===== src/hw/rtl/spt_pkg.sv =====
// shared types, widths and codes of the section time profiler table
`timescale 1ns / 1ps
package spt_pkg;

   localparam int FUNC_W          = 2;
   localparam int ID_W            = 8;
   localparam int TS_W            = 63;
   localparam int LVL_W           = 9;
   localparam int CNT_W           = 32;
   localparam int ERR_W           = 3;
   localparam int DEF_NUM_ENTRIES = 32;

   typedef enum logic [FUNC_W-1:0] {
      FUNC_PUSH   = 2'd0,
      FUNC_POP    = 2'd1,
      FUNC_CLEAR  = 2'd2,
      FUNC_UNUSED = 2'd3
   } func_type;

   typedef enum logic [ERR_W-1:0] {
      ERR_OK            = 3'd0,
      ERR_ALREADY_OPEN  = 3'd1,
      ERR_NOT_OPEN      = 3'd2,
      ERR_LEVEL         = 3'd3,
      ERR_BAD_ID        = 3'd4,
      ERR_OPEN_AT_CLEAR = 3'd5
   } err_type;

   // one table entry as seen by the event logic
   typedef struct packed {
      logic [TS_W-1:0]  start_time;
      logic [TS_W-1:0]  accum_time;
      logic [CNT_W-1:0] repeat_count;
      logic [LVL_W-1:0] owner_level;
      logic             has_run;
      logic             is_open;
   } entry_type;

   // table update control from the event logic
   typedef struct packed {
      logic wr_en;
      logic clr_en;
   } upd_type;

endpackage


===== src/hw/rtl/spt_event_logic.sv =====
// per-event checks, entry update and result fields
`timescale 1ns / 1ps
module spt_event_logic
   import spt_pkg::*;
#(
   parameter int NUM_ENTRIES = DEF_NUM_ENTRIES,
   parameter int IDX_W       = (NUM_ENTRIES > 1) ? $clog2(NUM_ENTRIES) : 1
) (
   input  logic [FUNC_W-1:0] func,
   input  logic [ID_W-1:0]   entry_id,
   input  logic [TS_W-1:0]   timestamp,
   input  logic [LVL_W-1:0]  level,
   input  logic              check_idle,
   input  entry_type         rd_entry,
   input  logic [TS_W-1:0]   clear_time,
   input  logic              any_open,
   output logic [IDX_W-1:0]  idx,
   output upd_type           upd,
   output entry_type         wr_entry,
   output logic [ERR_W-1:0]  error_code,
   output logic [TS_W-1:0]   total_us,
   output logic [CNT_W-1:0]  extra_count,
   output logic [TS_W-1:0]   duration_us,
   output logic [TS_W-1:0]   since_clear_us
);

   localparam logic [ID_W:0] NUM_LIM = (ID_W+1)'(NUM_ENTRIES);

   logic            id_ok;
   logic [TS_W-1:0] dur;
   logic [TS_W:0]   sum;
   logic [TS_W-1:0] sat_sum;
   err_type         err;
   entry_type       post;

   assign id_ok = {1'b0, entry_id} < NUM_LIM;
   assign idx   = id_ok ? entry_id[IDX_W-1:0] : '0;
   assign dur   = timestamp - rd_entry.start_time;
   assign sum   = {1'b0, rd_entry.accum_time} + {1'b0, dur};
   assign sat_sum = sum[TS_W] ? '1 : sum[TS_W-1:0];

   always_comb begin
      err         = ERR_OK;
      upd         = '0;
      post        = rd_entry;
      duration_us = '0;
      case (func_type'(func))
         FUNC_PUSH: begin
            if (!id_ok) begin
               err = ERR_BAD_ID;
            end else if (rd_entry.is_open) begin
               err = ERR_ALREADY_OPEN;
            end else begin
               upd.wr_en = 1'b1;
               if (rd_entry.has_run && rd_entry.repeat_count != '1) begin
                  post.repeat_count = rd_entry.repeat_count + 1'b1;
               end
               post.owner_level = level;
               post.start_time  = timestamp;
               post.is_open     = 1'b1;
            end
         end
         FUNC_POP: begin
            if (!id_ok) begin
               err = ERR_BAD_ID;
            end else if (!rd_entry.is_open) begin
               err = ERR_NOT_OPEN;
            end else if (rd_entry.owner_level != level) begin
               err = ERR_LEVEL;
            end else begin
               upd.wr_en       = 1'b1;
               duration_us     = dur;
               post.accum_time = sat_sum;
               post.is_open    = 1'b0;
               post.has_run    = 1'b1;
            end
         end
         FUNC_CLEAR: begin
            if (check_idle && any_open) begin
               err = ERR_OPEN_AT_CLEAR;
            end else begin
               upd.clr_en        = 1'b1;
               post.accum_time   = '0;
               post.repeat_count = '0;
               post.has_run      = 1'b0;
               post.is_open      = 1'b0;
            end
         end
         default: begin
            // unused kind: no change, report entry as it stands
         end
      endcase
   end

   assign wr_entry       = post;
   assign error_code     = err;
   assign total_us       = id_ok ? post.accum_time : '0;
   assign extra_count    = id_ok ? post.repeat_count : '0;
   assign since_clear_us = upd.clr_en ? '0 : (timestamp - clear_time);

endmodule


===== config.mk =====
export PLATFORM = sky130hd
export DESIGN_NAME = spt_event_logic
export DESIGN_NICKNAME = d
export VERILOG_FILES = /design/src/hw/rtl/spt_pkg.sv /design/src/hw/rtl/spt_event_logic.sv
export SDC_FILE = /design/constraint.sdc
export NUM_CORES = 1
export LEC_CHECK = 0
export BUFFER_PORTS_ARGS = -buffer_cell sky130_fd_sc_hd__buf_2
export CORE_AREA = 2 2 281 283
export DETAILED_ROUTE_END_ITERATION = 12
export DIE_AREA = 0 0 283 285
export MAX_ROUTING_LAYER = met4
export PLACE_DENSITY = 0.54
export SYNTH_ARGS = -nofsm -noshare
export SYNTH_HDL_FRONTEND = slang
export SYNTH_SLANG_ARGS = --single-unit
export TNS_END_PERCENT = 1

===== constraint.sdc =====
create_clock -name vclk -period 7.6
set_input_delay 1.14 -clock vclk [all_inputs]
set_output_delay 1.14 -clock vclk [all_outputs]
set_load 0.02 [all_outputs]

==> qor.yml, run 1 <==
dpl_cell_area_mm2: 0.02258
p_leak_nw: 12.32
power_frac_comb: 1.000
power.density_mw_per_mm2: 136.5
rows: 103
crit_required_ns: 6.46
outcome: "completed"
fp.coreArea_mm2: 0.07797
first_global_vias: 21510
p_switching_mw: 1.883
drt-initial-drc-count: 1406
postLayoutCellArea_mm2: 0.02331
synthesis.nets: 3107
overflow: 0
antenna_found_initial: 14
area_growth_pct: 45.41
p_clk_frac: 0
end_kind: "output port"
worst_pin_slew_ns: 0.8495
die-width_um: 283
post-route-min-period_ns: 7.441
critPathKind: "input pin to output port"
worstPathArrival_ns: 6.30
nClkBuffers: 0
total_power_mw: 3.181
hold_violations: 0
synth_area_leaders: "ha_1 (15%), a21oi_1 (8.4%), nand2_1 (8.1%)"
viasPerCell: 4.986
final_nets: 3984
vias: 22600
wl_per_cell_um: 21.00
yosysTopAreaCellShare: 0.1530
worst_path_max_delay_cell: "o31a_1"
pwr-share-seq: 0
crit_path_start_kind: "input pin"
nFlopsAndLatches: 0
p_int_mw: 1.299
relSlewSlack: 0.4316
cpMostUsedCell: "buf_4"
critical-path-max-stage-delay_ns: 0.33
fin_crit_sh: 0.9791
numPortBuffers: 716
ir_worst_vdd_uv: 44.87
start_util: 0.2056
worstHoldPathType: "input pin to output port"
remaining_drc_errors: 0
cp_max_fo: 5
synth_top_cell_by_area: "ha_1"
swShare: 0.5918
hold_buffers: 0
grt_use_total: 0.2258
max_freq_mhz: 134.4
ys_warn_count: 0
ys_seq_area_frac: 0
setup_viol: 0
io_pins: 716
syn_area_mm2: 0.01603
gp_congestion: 1.024
first_pass_iters: 5
holdPathStages: 3
syn-instance-count: 2592
dpl.hpwl_mm: 82.84
wirelength_mm: 95.16
die-height_um: 285
ys_types: 94
dieArea_mm2: 0.08066
seqCellArea_um2: 0
drtAntennaViolNets: 0
slew_violations: 0
syn_area_per_cell_um2: 6.185
cap_violations: 0
grt_pass1_wl_mm: 136.5
grt_max_degree: 67
drive_above_1_share: 0.3389
grt_setup_unrepaired: "yes"
## final timing paths
check,to,startpoint
setup / recovery,total_us[56],rd_entry[108]
hold / removal,idx[4],entry_id[4]
## what timing repair did
item                                   CTS  global route
buffers inserted                         4            11
gates resized for setup                 29           126
pin swaps                                5            44
gates cloned                             0             2
setup endpoints to repair              122           126
endpoints found under the hold margin    0             0
## critical path, delay by kind of cell
kind	cells	cell delay (ns)
xor gates and xnor gates	1	0.06
adders and majority gates	2	0.53
and+or+nand+nor	4	0.54
AOI/OAI and AO/OA	12	2.28
buffers and inverters	12	1.75
## synth_stat cells (all sizes together) (12+ instances only)
cell / n
nand4: 49
nor2: 184
o211ai: 20
inv: 191
a22o: 32
nand2b: 20
o21a: 23
o21bai: 33
and2: 58
ha: 196
nand2: 345
a211oi: 20
nand3: 65
a31oi: 40
o21ai: 245
xnor2: 127
a21oi: 270
mux2: 12
and3: 88
a21o: 109
o31ai: 14
nor2b: 28
xor2: 74
buf: 12
nor3: 42
clkbuf: 130
## layout make-up
class / count / area (um2)
fillers: 8756 / 54660
repair buffers: 1016 / 5893
multi-input cells: 2260 / 15350
diodes: 15 / 37.54
well taps: 1050 / 1314
inverters: 191 / 716.9
## cells in the final DEF, fill, tap and decap left out, types with 64 or more instances in the layout
master,count
ha_1,182
xor2_1,71
o21ai_0,183
nor2_1,178
a21o_1,109
xnor2_1,124
inv_1,186
a21oi_1,252
and3_1,85
buf_4,295
nand3_1,64
nand2_1,344
buf_2,714
## metal layers
| layer | share of wire | global-route usage |
|---|---|---|
| met1 | 0.45 | 0.2872 |
| met2 | 0.47 | 0.3780 |
| met4 | 0.026 | 0.05386 |
| met3 | 0.061 | 0.02888 |
| met5 | 0 | - |
## cell families (layout without fill, tap and decap cells)
group	after synthesis	after routing	share of synthesized area
and+or+nand+nor	940	940	0.2808
AOI/OAI and AO/OA	899	900	0.3591
buffers and inverters	333	1207	0.07969
xor gates and xnor gates	201	201	0.1103
adders and majority gates	199	199	0.1567
muxes	20	20	0.01343
other	0	15	0
## power by group through the flow
stage	combinational, mW	sequential (mW)	clock, mW
after floorplan	1.72	0	0
after global placement	3.03	0	0
after detailed placement	3.01	0	0
after CTS	3.06	0	0
after global routing	3.44	0	0.000000212
final	3.18	0	0.000000189
## per-stage QoR
| step | hold slack, ns | setup TNS [ns] | cells | utilization | worst slack [ns] |
|---|---|---|---|---|---|
| final | 2.607 | 0 | 4532 | 0.2990 | 0.1589 |
| after global routing | 2.619 | -1.497 | 4529 | 0.2989 | -0.09979 |
| after CTS | 2.609 | -0.2714 | 4504 | 0.2908 | -0.07450 |
| after detailed placement | 2.608 | -14.33 | 4500 | 0.2896 | -0.2692 |
| after global placement | 2.603 | -5.075 | 4500 | 0.2896 | -0.1817 |
| after floorplan | 2.424 | 0 | 2592 | - | 0.3466 |
(Power assumes the default switching activity.)
==> inputs of run 2 (changes only) <==
- PLACE_DENSITY: 0.54 -> 0.51
==> qor.yml, run 2 (synthesis results as in run 1) <==
crit_start: "timestamp[2]"
slew_violations: 0  # unchanged
n_fill_cell: 8771  # +0.17%
relSlewSlack: 0.2850  # -0.1466
power.density_mw_per_mm2: 137.2  # +0.50%
hold_violations: 0  # unchanged
cp_max_fo: 15  # +10
gp_congestion: 1.018  # -0.67%
grt_pass1_wl_mm: 138.0  # +1.1%
grt_busiest_layer: "met2"
final_cell_count_no_fill: 4607  # +1.7%
dpl.hpwl_mm: 83.28  # +0.53%
grt_setup_unrepaired: "yes"
cp-endpoint: "total_us[33]"
final_nets: 4064  # +2.0%
worst_path_max_delay_cell: "o21ai_1"
use_met2: 0.3773  # -0.0007353
first_pass_iters: 5  # unchanged
grt_use_total: 0.2268  # +0.001062
gr-usage-met1: 0.3021  # +0.01487
numPortBuffers: 716  # unchanged
outcome: "completed"
pre_cts_ws_ns: -0.4099  # -0.1407 ns
vias: 22700  # +0.45%
seqCellArea_um2: 0  # unchanged
drtAntennaViolNets: 0  # unchanged
fin_hold_ws_ns: 2.610  # +0.003310 ns
viasPerCell: 4.927  # -1.2%
grtUsageMet3: 0.01424  # -0.01464
cpMostUsedCell: "buf_4"
post-route-min-period_ns: 7.471  # +0.02971 ns
worst_pin_slew_ns: 1.072  # +0.2230 ns
die-height_um: 285  # unchanged
cap_violations: 0  # unchanged
critical-path-max-stage-delay_ns: 0.38  # +0.05 ns
drt-initial-drc-count: 1260  # -10%
grt_max_degree: 66  # -1.5%
die-width_um: 283  # unchanged
dp.cells: 4555  # +1.2%
wl_per_cell_um: 20.88  # -0.58%
worstHoldPathType: "input pin to output port"
drive_above_1_share: 0.3657  # +0.02675
worstPathArrival_ns: 6.33  # +0.03 ns
wirelength_mm: 96.18  # +1.1%
remaining_drc_errors: 0  # unchanged
ir_worst_vdd_uv: 61.66  # +37%
end_kind: "output port"
dieArea_mm2: 0.08066  # unchanged
start_util: 0.2056  # unchanged
multiInputGateArea_mm2: 0.01563  # +1.9%
rows: 103  # unchanged
nClkBuffers: 0  # unchanged
crit_required_ns: 6.46  # about the same
fin_ws_ns: 0.1292  # -0.02971 ns
antenna_found_initial: 14  # unchanged
area_growth_pct: 51.70
fin_crit_sh: 0.9830  # +0.003909
final_cell_mix: "buf_2 (706), buf_4 (371), nand2_1 (344)"
max_freq_mhz: 133.9  # -0.40%
nFlopsAndLatches: 0  # unchanged
first_global_vias: 21680  # +0.78%
crit_path_start_kind: "input pin"
fp.coreArea_mm2: 0.07797  # unchanged
finalSetupTns_ns: 0  # unchanged
critPathKind: "input pin to output port"
p_leak_nw: 12.78  # +3.8%
overflow: 0  # unchanged
layout_commonest_cell: "buf_2"
setup_viol: 0  # unchanged
io_pins: 716  # unchanged
## run 2: critical path: cells and delay by family
kind | cells | cell delay, ns
AND/OR/NAND/NOR | 1 | 0.16
adder cells (fa/ha/maj) | 2 | 0.53
AO/OA/AOI/OAI | 11 | 2.16
buffers and inverters | 17 | 2.34
## run 2: worst min-delay path by stage
stage / depth (start not counted) / from / end
global route: 3 / entry_id[1] / idx[1]
finish: 3 / entry_id[0] / idx[0]
CTS: 3 / entry_id[0] / idx[0]
floorplan: 2 / rd_entry[88] / wr_entry[88]
detailed placement: 3 / entry_id[0] / idx[0]
global placement: 3 / entry_id[2] / idx[2]
## run 2: per-stage QoR
step	instance area [um2]	power (mW)	util
6_report	24320	3.336	0.3119
5_1_grt	24310	3.615	0.3118
4_1_cts	23230	3.091	0.2980
3_5_place_dp	23000	3.032	0.2950
3_3_place_gp	23000	3.048	0.2950
2_1_floorplan	16030	1.717	-
## run 2: per-layer routing
layer | wire [um] | up-vias
li1 | - | 11210
met2 | 44820 | 777
met1 | 44420 | 10580
met3 | 4422 | 130
met5 | 0 | -
met4 | 2520 | 0
## run 2: cell type report
cell class                 count  share of cell area
inverter                     191             0.02958
multi-input combinational   2259              0.6428
timing repair buffer        1097              0.2725
antenna                       10            0.001029
tap                         1050             0.05402
## run 2: power by group
group | internal, mW | switching [mW] | leakage, nW
logic | 1.42 | 1.92 | 12.8
clock network | 0.000000268 | 0 | 0.0000611
registers | 0 | 0 | 0
## run 2: what timing repair did
item | in CTS | in global routing
setup endpoints to repair | 125 | 126
pin swaps | 16 | 69
hold endpoints to repair | 0 | 0
gates resized for setup | 40 | 168
setup buffers | 14 | 25
hold buffers | 0 | 0
gates cloned | 0 | 3
